--- src/sv/itda_pkg.sv ---
`timescale 1ns / 1ps
// Shared types, constants and helpers for the decimal text converter.
// Used by itda_bin2bcd, itda_emit and int_to_decimal_ascii.
package itda_pkg;

    localparam int ITDA_VALUE_BITS = 32;
    localparam int ITDA_CODE_BITS  = 6;

    localparam logic [ITDA_CODE_BITS-1:0] ITDA_ASCII_ZERO  = 6'd48;
    localparam logic [ITDA_CODE_BITS-1:0] ITDA_ASCII_MINUS = 6'd45;
    localparam logic [3:0]                ITDA_RADIX_M1    = 4'd9;

    // decimal digits needed for an unsigned word of the given width
    function automatic int itda_ndig(input int bits);
        return (bits * 1233) / 4096 + 1;
    endfunction

    typedef enum logic [1:0] {
        C_IDLE,
        C_SHIFT,
        C_HOLD
    } t_conv_state;

    typedef enum logic [1:0] {
        E_IDLE,
        E_SKIP,
        E_SIGN,
        E_DIGIT
    } t_emit_state;

    typedef struct packed {
        logic valid;
        logic neg;
    } t_bcd_ctl;

endpackage

--- src/sv/itda_bin2bcd.sv ---
`timescale 1ns / 1ps
// Bit-serial binary to BCD converter (shift and add 3), one input bit per cycle.
// Depends on itda_pkg.
module itda_bin2bcd #(
    parameter int VALUE_BITS = itda_pkg::ITDA_VALUE_BITS
) (
    input  logic                                            i_clk,
    input  logic                                            i_rst_n,
    input  logic                                            i_valid,
    output logic                                            o_ready,
    input  logic signed [VALUE_BITS-1:0]                    i_value,
    output itda_pkg::t_bcd_ctl                              o_ctl,
    output logic [4*itda_pkg::itda_ndig(VALUE_BITS)-1:0]    o_bcd,
    input  logic                                            i_ready
);
    import itda_pkg::*;

    localparam int NDIG = itda_ndig(VALUE_BITS);
    localparam int BW   = 4 * NDIG;
    localparam int CW   = $clog2(VALUE_BITS);
    localparam logic [CW-1:0] LAST_CNT = CW'(VALUE_BITS - 1);

    t_conv_state            r_state, n_state;
    logic [VALUE_BITS-1:0]  r_bin;
    logic [BW-1:0]          r_bcd;
    logic [BW-1:0]          w_adj;
    logic [CW-1:0]          r_cnt;
    logic                   r_neg;
    logic [VALUE_BITS-1:0]  w_mag;
    logic                   w_load;
    logic                   w_shift;
    logic                   w_out_valid;
    logic                   w_bcd_ok;

    assign w_mag = i_value[VALUE_BITS-1] ? VALUE_BITS'(~i_value + VALUE_BITS'(1))
                                         : i_value;

    always_comb begin
        for (int d = 0; d < NDIG; d++) begin
            w_adj[4*d +: 4] = (r_bcd[4*d +: 4] >= 4'd5) ? r_bcd[4*d +: 4] + 4'd3
                                                        : r_bcd[4*d +: 4];
        end
    end

    always_comb begin
        w_bcd_ok = 1'b1;
        for (int d = 0; d < NDIG; d++) begin
            if (r_bcd[4*d +: 4] > ITDA_RADIX_M1) begin
                w_bcd_ok = 1'b0;
            end
        end
    end

    always_comb begin
        n_state = r_state;
        unique case (r_state)
            C_IDLE: begin
                if (i_valid) begin
                    n_state = C_SHIFT;
                end
            end
            C_SHIFT: begin
                if (r_cnt == LAST_CNT) begin
                    n_state = C_HOLD;
                end
            end
            C_HOLD: begin
                if (i_ready) begin
                    n_state = C_IDLE;
                end
            end
            default: n_state = C_IDLE;
        endcase
    end

    always_comb begin
        o_ready     = 1'b0;
        w_out_valid = 1'b0;
        w_shift     = 1'b0;
        unique case (r_state)
            C_IDLE:  o_ready     = 1'b1;
            C_SHIFT: w_shift     = 1'b1;
            C_HOLD:  w_out_valid = 1'b1;
            default: o_ready     = 1'b0;
        endcase
    end

    assign w_load = i_valid && o_ready;
    assign o_ctl  = '{valid: w_out_valid, neg: r_neg};
    assign o_bcd  = r_bcd;

    always_ff @(posedge i_clk) begin
        if (!i_rst_n) begin
            r_state <= C_IDLE;
        end else begin
            r_state <= n_state;
        end
    end

    always_ff @(posedge i_clk) begin
        if (w_load) begin
            r_bin <= w_mag;
            r_bcd <= '0;
            r_neg <= i_value[VALUE_BITS-1];
            r_cnt <= '0;
        end else if (w_shift) begin
            r_bin <= {r_bin[VALUE_BITS-2:0], 1'b0};
            r_bcd <= {w_adj[BW-2:0], r_bin[VALUE_BITS-1]};
            r_cnt <= r_cnt + CW'(1);
        end
    end

    a_load_starts: assert property (@(posedge i_clk) disable iff (!i_rst_n)
        w_load |=> r_state == C_SHIFT)
        else $error("accepted transfer did not start conversion");

    a_bcd_legal: assert property (@(posedge i_clk) disable iff (!i_rst_n)
        r_state == C_HOLD |-> w_bcd_ok)
        else $error("converted digit out of decimal range");

    a_hold_stable: assert property (@(posedge i_clk) disable iff (!i_rst_n)
        (o_ctl.valid && !i_ready) |=> o_ctl.valid && $stable(o_bcd) && $stable(r_neg))
        else $error("converted result changed while waiting");

endmodule

--- src/sv/itda_emit.sv ---
`timescale 1ns / 1ps
// Character emitter: drops leading zero digits, then sends sign and digits.
// Depends on itda_pkg.
module itda_emit #(
    parameter int VALUE_BITS = itda_pkg::ITDA_VALUE_BITS
) (
    input  logic                                            i_clk,
    input  logic                                            i_rst_n,
    input  itda_pkg::t_bcd_ctl                              i_ctl,
    input  logic [4*itda_pkg::itda_ndig(VALUE_BITS)-1:0]    i_bcd,
    output logic                                            o_ready,
    output logic                                            o_valid,
    output logic [itda_pkg::ITDA_CODE_BITS-1:0]             o_char_code,
    output logic                                            o_last,
    input  logic                                            i_ready
);
    import itda_pkg::*;

    localparam int NDIG = itda_ndig(VALUE_BITS);
    localparam int BW   = 4 * NDIG;
    localparam int LW   = $clog2(NDIG + 1);
    localparam logic [LW-1:0] ONE_LEFT = LW'(1);

    t_emit_state    r_state, n_state;
    logic [BW-1:0]  r_digits;
    logic [LW-1:0]  r_left;
    logic           r_neg;
    logic [3:0]     w_top;
    logic           w_top_zero;
    logic           w_load;
    logic           w_shift;

    assign w_top      = r_digits[BW-1 -: 4];
    assign w_top_zero = (w_top == 4'd0) && (r_left != ONE_LEFT);

    always_comb begin
        n_state = r_state;
        unique case (r_state)
            E_IDLE: begin
                if (i_ctl.valid) begin
                    n_state = E_SKIP;
                end
            end
            E_SKIP: begin
                if (!w_top_zero) begin
                    n_state = r_neg ? E_SIGN : E_DIGIT;
                end
            end
            E_SIGN: begin
                if (i_ready) begin
                    n_state = E_DIGIT;
                end
            end
            E_DIGIT: begin
                if (i_ready && r_left == ONE_LEFT) begin
                    n_state = E_IDLE;
                end
            end
            default: n_state = E_IDLE;
        endcase
    end

    always_comb begin
        o_ready     = 1'b0;
        o_valid     = 1'b0;
        o_char_code = ITDA_ASCII_ZERO + {2'b00, w_top};
        o_last      = 1'b0;
        w_load      = 1'b0;
        w_shift     = 1'b0;
        unique case (r_state)
            E_IDLE: begin
                o_ready = 1'b1;
                w_load  = i_ctl.valid;
            end
            E_SKIP: begin
                w_shift = w_top_zero;
            end
            E_SIGN: begin
                o_valid     = 1'b1;
                o_char_code = ITDA_ASCII_MINUS;
            end
            E_DIGIT: begin
                o_valid = 1'b1;
                o_last  = (r_left == ONE_LEFT);
                w_shift = i_ready && (r_left != ONE_LEFT);
            end
            default: o_ready = 1'b0;
        endcase
    end

    always_ff @(posedge i_clk) begin
        if (!i_rst_n) begin
            r_state <= E_IDLE;
        end else begin
            r_state <= n_state;
        end
    end

    always_ff @(posedge i_clk) begin
        if (w_load) begin
            r_digits <= i_bcd;
            r_neg    <= i_ctl.neg;
            r_left   <= LW'(NDIG);
        end else if (w_shift) begin
            r_digits <= {r_digits[BW-5:0], 4'd0};
            r_left   <= r_left - ONE_LEFT;
        end
    end

    a_char_legal: assert property (@(posedge i_clk) disable iff (!i_rst_n)
        o_valid |-> (o_char_code == ITDA_ASCII_MINUS) ||
                    (o_char_code >= ITDA_ASCII_ZERO &&
                     o_char_code <= ITDA_ASCII_ZERO + {2'b00, ITDA_RADIX_M1}))
        else $error("illegal character code");

    a_last_ends: assert property (@(posedge i_clk) disable iff (!i_rst_n)
        (o_valid && i_ready && o_last) |=> r_state == E_IDLE)
        else $error("emitter kept running after final character");

    a_sign_first: assert property (@(posedge i_clk) disable iff (!i_rst_n)
        (r_state == E_SIGN) |-> !o_last && r_neg)
        else $error("sign character emitted out of place");

endmodule

--- src/sv/int_to_decimal_ascii.sv ---
`timescale 1ns / 1ps
// Signed integer to decimal ASCII text, top level.
// Depends on itda_pkg, itda_bin2bcd and itda_emit.
//
// Input channel: i_valid / o_ready, one signed VALUE_BITS-bit i_value per transfer.
// Output channel: o_valid / i_ready, one character per transfer, o_char_code in
// ASCII ('-' then digits, most significant first, no leading zeros), o_last set
// on the final character of each number.
// Timing: the converter shifts one bit of the magnitude per cycle, and it takes
// a new item only after it has handed its result on to the emitter.
// The emitter works on the previous item meanwhile: it drops one leading zero
// digit per cycle, then sends one character per cycle while i_ready is high.
// The first character is offered once the converter has shifted in every bit
// and handed its result on, and the emitter has left its skip state.
// Stall: a stalled receiver holds the current character; the converter then
// finishes and holds its result, and o_ready stays low until it is handed on.
// Reset (synchronous, active low) drops any item in flight and returns both
// parts to idle; no output is pending after reset.
module int_to_decimal_ascii #(
    parameter int VALUE_BITS = itda_pkg::ITDA_VALUE_BITS
) (
    input  logic                                i_clk,
    input  logic                                i_rst_n,
    input  logic                                i_valid,
    output logic                                o_ready,
    input  logic signed [VALUE_BITS-1:0]        i_value,
    output logic                                o_valid,
    input  logic                                i_ready,
    output logic [itda_pkg::ITDA_CODE_BITS-1:0] o_char_code,
    output logic                                o_last
);
    import itda_pkg::*;

    localparam int NDIG = itda_ndig(VALUE_BITS);

    t_bcd_ctl           w_ctl;
    logic [4*NDIG-1:0]  w_bcd;
    logic               w_emit_ready;

    itda_bin2bcd #(
        .VALUE_BITS (VALUE_BITS)
    ) u_bin2bcd (
        .i_clk   (i_clk),
        .i_rst_n (i_rst_n),
        .i_valid (i_valid),
        .o_ready (o_ready),
        .i_value (i_value),
        .o_ctl   (w_ctl),
        .o_bcd   (w_bcd),
        .i_ready (w_emit_ready)
    );

    itda_emit #(
        .VALUE_BITS (VALUE_BITS)
    ) u_emit (
        .i_clk       (i_clk),
        .i_rst_n     (i_rst_n),
        .i_ctl       (w_ctl),
        .i_bcd       (w_bcd),
        .o_ready     (w_emit_ready),
        .o_valid     (o_valid),
        .o_char_code (o_char_code),
        .o_last      (o_last),
        .i_ready     (i_ready)
    );

endmodule
--- config.mk ---
export PLATFORM = sky130hd
export DESIGN_NAME = int_to_decimal_ascii
export DESIGN_NICKNAME = d
export VERILOG_FILES = /design/src/sv/itda_pkg.sv /design/src/sv/itda_bin2bcd.sv /design/src/sv/itda_emit.sv /design/src/sv/int_to_decimal_ascii.sv
export SDC_FILE = /design/constraint.sdc
export NUM_CORES = 1
export LEC_CHECK = 0
export ABC_AREA = 1
export BUFFER_PORTS_ARGS = -buffer_cell sky130_fd_sc_hd__buf_4
export CAP_MARGIN = 20
export CORE_MARGIN = 3
export CORE_UTILIZATION = 50
export CTS_BUF_LIST = sky130_fd_sc_hd__clkbuf_4 sky130_fd_sc_hd__clkbuf_8
export CTS_CLUSTER_DIAMETER = 30
export DETAILED_ROUTE_END_ITERATION = 8
export PLACE_DENSITY_LB_ADDON = 0.1
export RECOVER_POWER = 100
export SLEW_MARGIN = 20
export SYNTH_ARGS = -nofsm -noshare
export SYNTH_HDL_FRONTEND = slang
export SYNTH_SLANG_ARGS = --single-unit
--- constraint.sdc ---
create_clock -name i_clk -period 3.58 [get_ports i_clk]
set_clock_uncertainty 0.1 [all_clocks]
set_input_delay 0.895 -clock i_clk [delete_from_list [all_inputs] [get_ports i_clk]]
set_output_delay 0.895 -clock i_clk [all_outputs]
set_load 0.02 [all_outputs]
# After elaboration in Yosys (flattened, before gate mapping)
# Index checks and enable logic that the tools add are counted.
# classes
n_addsub,14
order_cmp,10
eq_ne,15
mux,34
n_reduce_logical,12
n_bitwise,1
# op_table
operator,n
$mux W32,3
$mux W40,2
$ge A4 B3 Y1 const B,10
$add A4 B2 Y4 const B,9
$mux W4,9
$add A32 B2 Y32 const B,1
$not A32 Y32,1
$mux W2,7
$mux W1,8
$ne A2 B2 Y1 const B,4
$pmux W2 S4,1
$add A5 B5 Y6 const A,1
$eq A2 B2 Y1 const B,3
$mux W6,1
$ne A2 B1 Y1 const B,3
$pmux W2 S3,1
$add A5 B1 Y5 const B,1
$eq A5 B5 Y1 const B,1
$eq A2 B1 Y1 const B,2
$eq A4 B1 Y1 const B,1
$logic_and A1 B1 Y1,4
$logic_not A2 Y1,2
$logic_not A4 Y1,1
$ne A4 B1 Y1 const B,1
8 further kinds,9
# word_totals
register_bits,127
output_inout_bits,9
inputBits,36

# Depth between registers and ports, before layout
# Gate-level depths: netlist of run 1.
# logic_depth
depth_word,5
mapped_depth,11
depth_no_buf,10

# By module
# From an unflattened synthesis of run 1, not the netlist that was laid out.
# hier_totals
hier_cells,894
area_unflattened_um2,7143.1
# modules_own_cells
mod,area_per_inst_um2,cells_per_inst,n_inst
itda_bin2bcd,4862.2,641,1
itda_emit,2280.9,253,1

# Worst setup path before layout of run 1
# OpenSTA, ideal clock, no wires.
# synth_timing
path_type,input port to flip-flop
start,input port i_ready
end,"register u_emit.r_digits[0], enable pin"
setup_ns,0.398
path_stages,4
path_buffers,0
slack_ns,1.063
t_arrival_ns,2.019
cell_sequence,nand3_1 nand2_2 inv_1 nand2_1
# synth_via
elab_chain_len,3
# synth_rtl
item,line,rtl
from (decl),int_to_decimal_ascii.sv:28,"input logic i_ready,"
$logic_and A1 B1 Y1,itda_emit.sv:85,w_shift = i_ready && (r_left != ONE_LEFT);
$pmux W1 S2,itda_emit.sv:70,unique case (r_state)
$reduce_bool A2 Y1 (no line),-,
to (signal assigned),itda_emit.sv:101,r_digits <= i_bcd;
to (signal assigned),itda_emit.sv:105,"r_digits <= {r_digits[BW-5:0], 4'd0};"
to (decl),itda_emit.sv:25,logic [BW-1:0] r_digits;
# No other way between the ends.
# A chain may end at the register's enable or synchronous reset.

# Final worst setup path of run 1
# layout_timing
start,input port i_value[31]
end,register u_bin2bcd.r_bin[22] (data pin)
# layout_via
elab_chain_len,2
# layout_rtl
item,line,rtl
from (decl),int_to_decimal_ascii.sv:26,"input logic signed [VALUE_BITS-1:0] i_value,"
$mux W32,itda_bin2bcd.sv:35,assign w_mag = i_value[VALUE_BITS-1] ? VALUE_BITS'(~i_value + VALUE_BITS'(1))
$mux W32,itda_bin2bcd.sv:101,if (w_load) begin
to (signal assigned),itda_bin2bcd.sv:102,r_bin <= w_mag;
to (signal assigned),itda_bin2bcd.sv:107,"r_bin <= {r_bin[VALUE_BITS-2:0], 1'b0};"
to (decl),itda_bin2bcd.sv:24,logic [VALUE_BITS-1:0] r_bin;
# No other way between the ends.

==> metrics.md, run 1 <==
| Metric | Value |
|---|---|
| Status | `complete, but fails checks` |
| Failing checks | `max-capacitance violations, max-slew violations` |
| Fin Setup TNS | `0 ns` |
| Startpoint types | `input pin` |
| Final Max Tran Viols | `37` |
| PwrDens | `468 nW/um2` |
| Post-Synthesis Cell Area | `6930 um2` |
| Vias in the first global route | `5301` |
| RePlAce Congestion | `~0.84` |
| Register area share after synthesis | `47.4%` |
| Slew @ Worst Pin | `1.59 ns` |
| Max_cap viols | `1` |
| Relative slew margins | `-5.72%` |
| Min-delay worst type | `register to register` |
| Sw power | `~930 uW` |
| CP max FO | `28` |
| H-tree Lvls | `4` |
| First-pass GRT wire length | `23900 um` |
| Arrival time worst endpoint | `2.93 ns` |
| Clk_lat worst skew | `0.44 ns` |
| Setup Crit Path Kind | `input pin to register` |
| Sink Count | `127` |
| # IOs | `45` |
| Synth warnings | `0` |
| Tcrit/Tclk final | `approximately 79%` |
| Setup violators final | `0` |
| Clk root buf | `clkbuf_8` |
| Antenna-violating nets left | `0` |
| Iter 0 DRT Violations | `391` |
| Number of buffers created by CTS | `17` |
| GRT Total Usage | `19.7%` |
| Reg2reg start | `u_emit.r_state[0]` |
| GRT overflow | `0` |
| Cells after Synth | `828` |
| Finished Layout Cells | `1056` |
| # DRC | `0` |
| Worst R2R End | `u_emit.r_digits[14]` |
| DRT Pass-1 Iters | `5` |
| Vias/cell | `between 5 and 6` |
| Most common cell after layout, fill and taps aside | `nand2_1` |
| Share of layout cells above drive strength 1 | `9.32%` |
| Total Power | `3530 uW` |
| RSZ-0062 raised after global routing | `false` |
| Clk buf depth | `2` |
| Fin area | `~7500 um2` |
| Die Area | `15300 um2` |
| EDFF count, synth | `74` |
| Comb power frac | `between 10 and 15%` |
| Internal power | `2600 uW` |
| Leak | `roughly 0.0031 uW` |
| HPWL Detailed | `10100 um` |
| Top_reg_cell synth | `edfxtp_1` |
| Routed vias | `5518` |
| WHS Endpoint | `u_emit.r_neg` |
| Post-CTS sizing | `0` |
| R2R setup slack | `~0.8 ns` |
| R2r worst-path depth | `7` |
| Worst hold stages | `0` |
| Clk pwr share | `35.6%` |
| Reg power frac | `49.8%` |
| Yosys cell types | `37` |
| Clk pin slew, worst setup/hold paths | `0.07 ns` |
| CTS tree | `built` |
| Critical Path RT | `3.67 ns` |
| Placed insts | `1024` |
| Max Fclk | `352 MHz` |
| Largest net degree at the start of global routing | `44` |
| Starting Density | `51.7%` |
| Worst Hold Launch | `u_bin2bcd.r_neg` |
| Final #Nets | `932` |
| Routed Wire Length | `14300 um` |
| # port buffers | `43` |
| Most frequent cells in the layout | `nand2_1, o21ai_0, inv_1, edfxtp_1, nand3_1` |
| Net Count, Synth | `893` |
| Initial antenna violation count | `0` |
| #FFs+latches synth | `roughly 130` |
| Die Span Y | `~120 um` |
| Fin crit period | `about 2.8 ns` |
| DR WL/cell | `13.5 um` |
| Syn Area/Cell | `8.37 um2` |
| Hold Buf Count CTS | `0` |
| Switching Share | `26.4%` |
| Core footprint | `13400 um2` |
| Row Count | `42` |
| Setup crit end kind | `register` |
| FFs w/ async S/R, synth | `0%` |
| Worst IR Drop VDD | `0.203 mV` |
| Area growth syn-to-layout | `8.61%` |
| Diode count | `0` |
| Hold Vio Cnt, Final | `0` |
| Post-CTS Setup Repair Bufs | `0` |
| Width of the die | `between 100 and 150 um` |
| Dpl cell area | `7290 um2` |
[cells by family (layout without fill, tap and decap cells)]
family / count (synthesis) / in the layout / synth area share (%)
AOI/OAI and AO/OA: 185 / 185 / 15.1
xor gates and xnor gates: 17 / 17 / 2.15
and+or+nand+nor: 347 / 347 / 21.6
DFF: 127 / 127 / 47.4
other: 1 / 1 / 0.0541
adders and majority gates: 29 / 29 / 5.24
buffers and inverters: 122 / 174 / 8.50
[how the worst max path moves through the flow]
stage                    startpoint                   to  slack [ns]  depth (start not counted)
2_1_floorplan               i_ready   u_emit.r_digits[0]        1.06                          4
3_3_place_gp                i_valid   u_bin2bcd.r_bin[1]        1.12                          6
3_5_place_dp                i_valid  u_bin2bcd.r_bin[12]        1.08                          6
4_1_cts           u_emit.r_state[0]       o_char_code[0]        0.83                          4
5_1_grt        u_bin2bcd.r_state[0]  u_bin2bcd.o_bcd[36]        0.47                          6
6_report                i_value[31]  u_bin2bcd.r_bin[22]        0.74                          8
[final cells by class]
cell class                      instances  area (um2)
Clock inverter                          7        83.8
Fill cell                            1286        5870
Clock buffer                           25         325
Sequential cell                       127        3280
Multi-Input combinational cell        579        2950
Timing Repair Buffer                   50         320
Inverter                               92         348
Tap cell                              176         220
[critical path, stage by stage]
cell      delay [ns]
clkbuf_1        0.97
nand2_1         0.30
nand3_1         0.22
inv_1           0.20
nand3_1         0.12
nand2_1         0.06
nand3_1         0.06
nand2_1         0.09
[per-layer routing]
metal	vias to the layer above	wire length [um]	track usage [%]
met4	0	246	7.75
met5	-	0	0
met2	108	6850	33.3
li1	2847	-	-
met3	19	583	4.45
met1	2544	6600	24.5
[Yosys cell counts (2+ instances only)]
master    count  share of area [%]
a21oi_1      38                2.7
a31oi_1       3               0.27
buf_2        13               0.94
buf_4         2               0.22
buf_6        14                2.3
dfxtp_1      53                 15
edfxtp_1     74                 32
ha_1         29                5.2
inv_1        87                4.7
inv_2         4               0.22
nand2_1     193                 10
nand2_2       3               0.27
nand3_1      66                4.8
nand3_2       2               0.29
nand3b_1      7               0.76
nand4_1       6               0.54
nor2_1       51                2.8
nor2_2        8               0.72
nor3_1        6               0.43
o211ai_1      3               0.33
o21ai_0      84                6.1
o21ai_1      29                2.1
o21ai_2      22                2.8
or2_2         3               0.27
xnor2_1       2               0.25
xor2_1       15                1.9
[through the flow]
step	utilization (%)	hold WS [ns]	setup slack [ns]
floorplan	-	0.300	1.06
global placement	54.4	0.307	1.12
detailed placement	54.4	0.325	1.08
CTS	57.4	0.348	0.830
global route	56.2	0.378	0.470
finish	56.2	0.350	0.743
[registers in the layout, indices dropped and copies added, names as in the netlist]
register           flops
u_emit.r_state         2
u_bin2bcd.r_state      2
u_emit.r_neg           1
u_emit.r_left          4
u_emit.r_digits       40
u_bin2bcd.r_neg        1
u_bin2bcd.o_bcd       40
u_bin2bcd.r_bin       32
u_bin2bcd.r_cnt        5
[power by group through the flow]
| stage | clock network [uW] | logic, uW | registers (uW) |
|---|---|---|---|
| 2_1_floorplan | 0 | 395 | 1770 |
| 3_3_place_gp | 0 | 532 | 1780 |
| 3_5_place_dp | 0 | 546 | 1780 |
| 4_1_cts | 1280 | 549 | 1760 |
| 5_1_grt | 1340 | 591 | 1770 |
| 6_report | 1260 | 514 | 1750 |
Power figures use the tool's default switching activity.
==> run 2: changes to the inputs <==
==> constraint.sdc (replaced) <==
create_clock -name i_clk -period 2.77 [get_ports i_clk]
set_clock_uncertainty 0.1 [all_clocks]
set_input_delay 0.6925 -clock i_clk [delete_from_list [all_inputs] [get_ports i_clk]]
set_output_delay 0.6925 -clock i_clk [all_outputs]
set_load 0.02 [all_outputs]
==> run 2 against run 1 <==
  * The run now ends clean
  * Wire length grew 0.45%
  * Clock power is 27% higher
  * Final cell count about the same
  * Hold slack got worse by 0.019 ns
  * Core utilization increased by 0.19 points
  * Non-clock buffer count shrank 1
  * Worst setup slack got worse by 0.51 ns
  * Sequential power rose by 29%
  * Register-to-register slack got worse by 0.43 ns
  * First-iteration DRC count rose by 3.8%
  * Critical path type is now register to primary output
  * Critical endpoint is now o_char_code[0]
  * Largest cell class unchanged
==> metrics.md, run 2 (synthesis results as in run 1) <==
| Metric | Value |
|---|---|
| Initial antenna violation count | `0 (unchanged)` |
| Final Max Tran Viols | `0 (-100%)` |
| Worst R2R End | `u_emit.r_digits[8]` |
| # DRC | `0 (unchanged)` |
| Startpoint types | `register` |
| # IOs | `45 (unchanged)` |
| Antenna-violating nets left | `0 (unchanged)` |
| CTS tree | `built` |
| Starting Density | `51.7% (unchanged)` |
| Die Area | `15300 um2 (unchanged)` |
| GRT overflow | `0 (unchanged)` |
| Clk buf depth | `2 (unchanged)` |
| Hold Buf Count CTS | `0 (unchanged)` |
| Row Count | `42 (unchanged)` |
| Cell Chain, Critical Path | `inv_1 > ha_1 > or2_2 > clkbuf_1` |
| Tcrit/Tclk final | `91.7%` |
| Largest net degree at the start of global routing | `63 (+43%)` |
| HPWL Detailed | `9900 um (-2.2%)` |
| Min-delay worst type | `register to register` |
| Routed Wire Length | `14400 um (+0.45%)` |
| Met1 Routed Length | `6680 um (+1.2%)` |
| Fillers | `1287 (+0.078%)` |
| Clk_lat worst skew | `0.44 ns (about the same)` |
| Vias/cell | `5.25 (+0.57%)` |
| Post-CTS Setup Repair Bufs | `0 (unchanged)` |
| PwrDens | `600 nW/um2 (+28%)` |
| Worst Hold Launch | `u_bin2bcd.r_neg` |
| Routed vias | `5544 (+0.47%)` |
| DR WL/cell | `13.6 um (+0.54%)` |
| R2r worst-path depth | `7 (unchanged)` |
| Worst IR Drop VDD | `0.265 mV (+30%)` |
| Most common cell after layout, fill and taps aside | `nand2_1` |
| Top Layer Used | `met4` |
| Share of layout cells above drive strength 1 | `10.5% (+1.1 points)` |
| Post-CTS sizing | `0 (unchanged)` |
| Leak | `0.00312 uW (about the same)` |
| Reg2reg start | `u_emit.r_state[0]` |
| Clk pin slew, worst setup/hold paths | `0.07 ns (about the same)` |
| Core footprint | `13400 um2 (unchanged)` |
| Arrival time worst endpoint | `1.75 ns (-1.18 ns)` |
| Max Fclk | `394 MHz` |
| Slew @ Worst Pin | `1.02 ns (-0.566 ns)` |
| RePlAce Congestion | `0.983 (+17%)` |
| Setup crit end kind | `primary output` |
| Fin crit period | `2.54 ns` |
| Worst hold stages | `0 (unchanged)` |
| Diode count | `0 (unchanged)` |
| Most frequent cells in the layout | `nand2_1, o21ai_0, inv_1, edfxtp_1, nand3_1` |
| Vias in the first global route | `5326 (+0.47%)` |
| Multi-input gate area | `2960 um2 (+0.55%)` |
| Setup violators final | `0 (unchanged)` |
| Max_cap viols | `0 (-1)` |
| RSZ-0062 raised after global routing | `false` |
| # port buffers | `43 (unchanged)` |
| Setup Crit Path Kind | `register to primary output` |
| Status | `complete, no violations` |
| CP max FO | `6 (-79%)` |
| Area growth syn-to-layout | `8.97%` |
| Total Power | `4530 uW (+29%)` |
| R2R setup slack | `0.35 ns (-0.43 ns)` |
| Die Span Y | `124 um (unchanged)` |
| Max stage delay on crit path | `0.43 ns (-0.54 ns)` |
| H-tree Lvls | `4 (unchanged)` |
| Relative slew margins | `31.9% (+38 points)` |
| Final #Nets | `931 (-0.11%)` |
| Critical Path RT | `1.98 ns (-1.69 ns)` |
| CP Launch Point | `u_emit.r_state[0]` |
| Hold Vio Cnt, Final | `0 (unchanged)` |
| Width of the die | `124 um (unchanged)` |
| CP max stage cell | `dfxtp_1` |
| First-pass GRT wire length | `23800 um (-0.41%)` |
| GRT Total Usage | `19.7% (-0.030 points)` |
| Sink Count | `127 (unchanged)` |
| Fin Setup TNS | `0 ns (unchanged)` |
| DRT Pass-1 Iters | `6 (+1)` |
| Iter 0 DRT Violations | `406 (+3.8%)` |
| Reg area | `3280 um2 (unchanged)` |
| WHS Endpoint | `u_emit.r_neg` |
| Number of buffers created by CTS | `17 (unchanged)` |
| Met3 WL | `608 um (+4.3%)` |
| WL met2 | `6750 um (-1.5%)` |
| Clk root buf | `clkbuf_8` |
## run 2: cell types whose count changed in the layout (fill, tap and decap cells not counted), moves of 2 or more
| cell | previous run | this run |
|---|---|---|
| o21ai_0 | 129 | 131 |
| clkbuf_8 | 22 | 19 |
| clkinvlp_4 | 0 | 3 |
| nand2_1 | 196 | 194 |
| inv_2 | 1 | 3 |
| inv_6 | 0 | 2 |
| clkinv_4 | 0 | 2 |
| clkbuf_1 | 14 | 9 |
| o21ai_1 | 5 | 2 |
## run 2: per-stage QoR
stage	hold WS [ns]	worst slack (ns)	instances	util, %	instance area [um2]
6_report	0.331	0.229	1055	56.3	7550
5_1_grt	0.352	0.121	1055	56.3	7550
4_1_cts	0.332	0.205	1055	57.6	7710
3_5_place_dp	0.319	0.545	1023	54.6	7320
3_3_place_gp	0.312	0.564	1023	54.6	7320
2_1_floorplan	0.300	0.352	828	-	6930
## run 2: worst max-delay path: cells and delay by family, from the launching register on
kind | cells | cell delay, ns
flip-flops | 1 | 0.43
AND/OR/NAND/NOR | 1 | 0.32
adder cells (fa/ha/maj) | 1 | 0.29
buffers and inverters | 2 | 0.28
## run 2: layer usage
metal / GRT usage, % / vias up
li1: - / 2837
met1: 24.3 / 2546
met2: 32.6 / 132
met3: 5.31 / 29
met4: 8.24 / 0
met5: 0 / -
## run 2: power breakdown
| part | leakage [uW] | switching (uW) | internal [uW] | total [uW] |
|---|---|---|---|---|
| Sequential | 0.00113 | 82.9 | 2180 | 2260 |
| Combinational | 0.00180 | 437 | 232 | 669 |
| Clock | 0.000198 | 752 | 848 | 1600 |
| Total | 0.00312 | 1270 | 3260 | 4530 |
## run 2: worst max-delay path by stage
stage,endpoint,slack [ns],cells past startpoint
6_report,o_char_code[0],0.23,4
5_1_grt,o_char_code[2],0.12,4
4_1_cts,o_char_code[0],0.21,4
3_5_place_dp,u_bin2bcd.r_bin[30],0.54,10
3_3_place_gp,u_bin2bcd.r_bin[26],0.56,10
2_1_floorplan,u_emit.r_digits[0],0.35,7
## run 2: layout make-up
cell class,instances,area share (%)
multi-input cells,579,39.2
flip-flops and latches,127,43.5
repair buffers,49,4.52
clock buffers,19,3.46
clock inverters,13,1.82
well taps,176,2.92
inverters,92,4.57
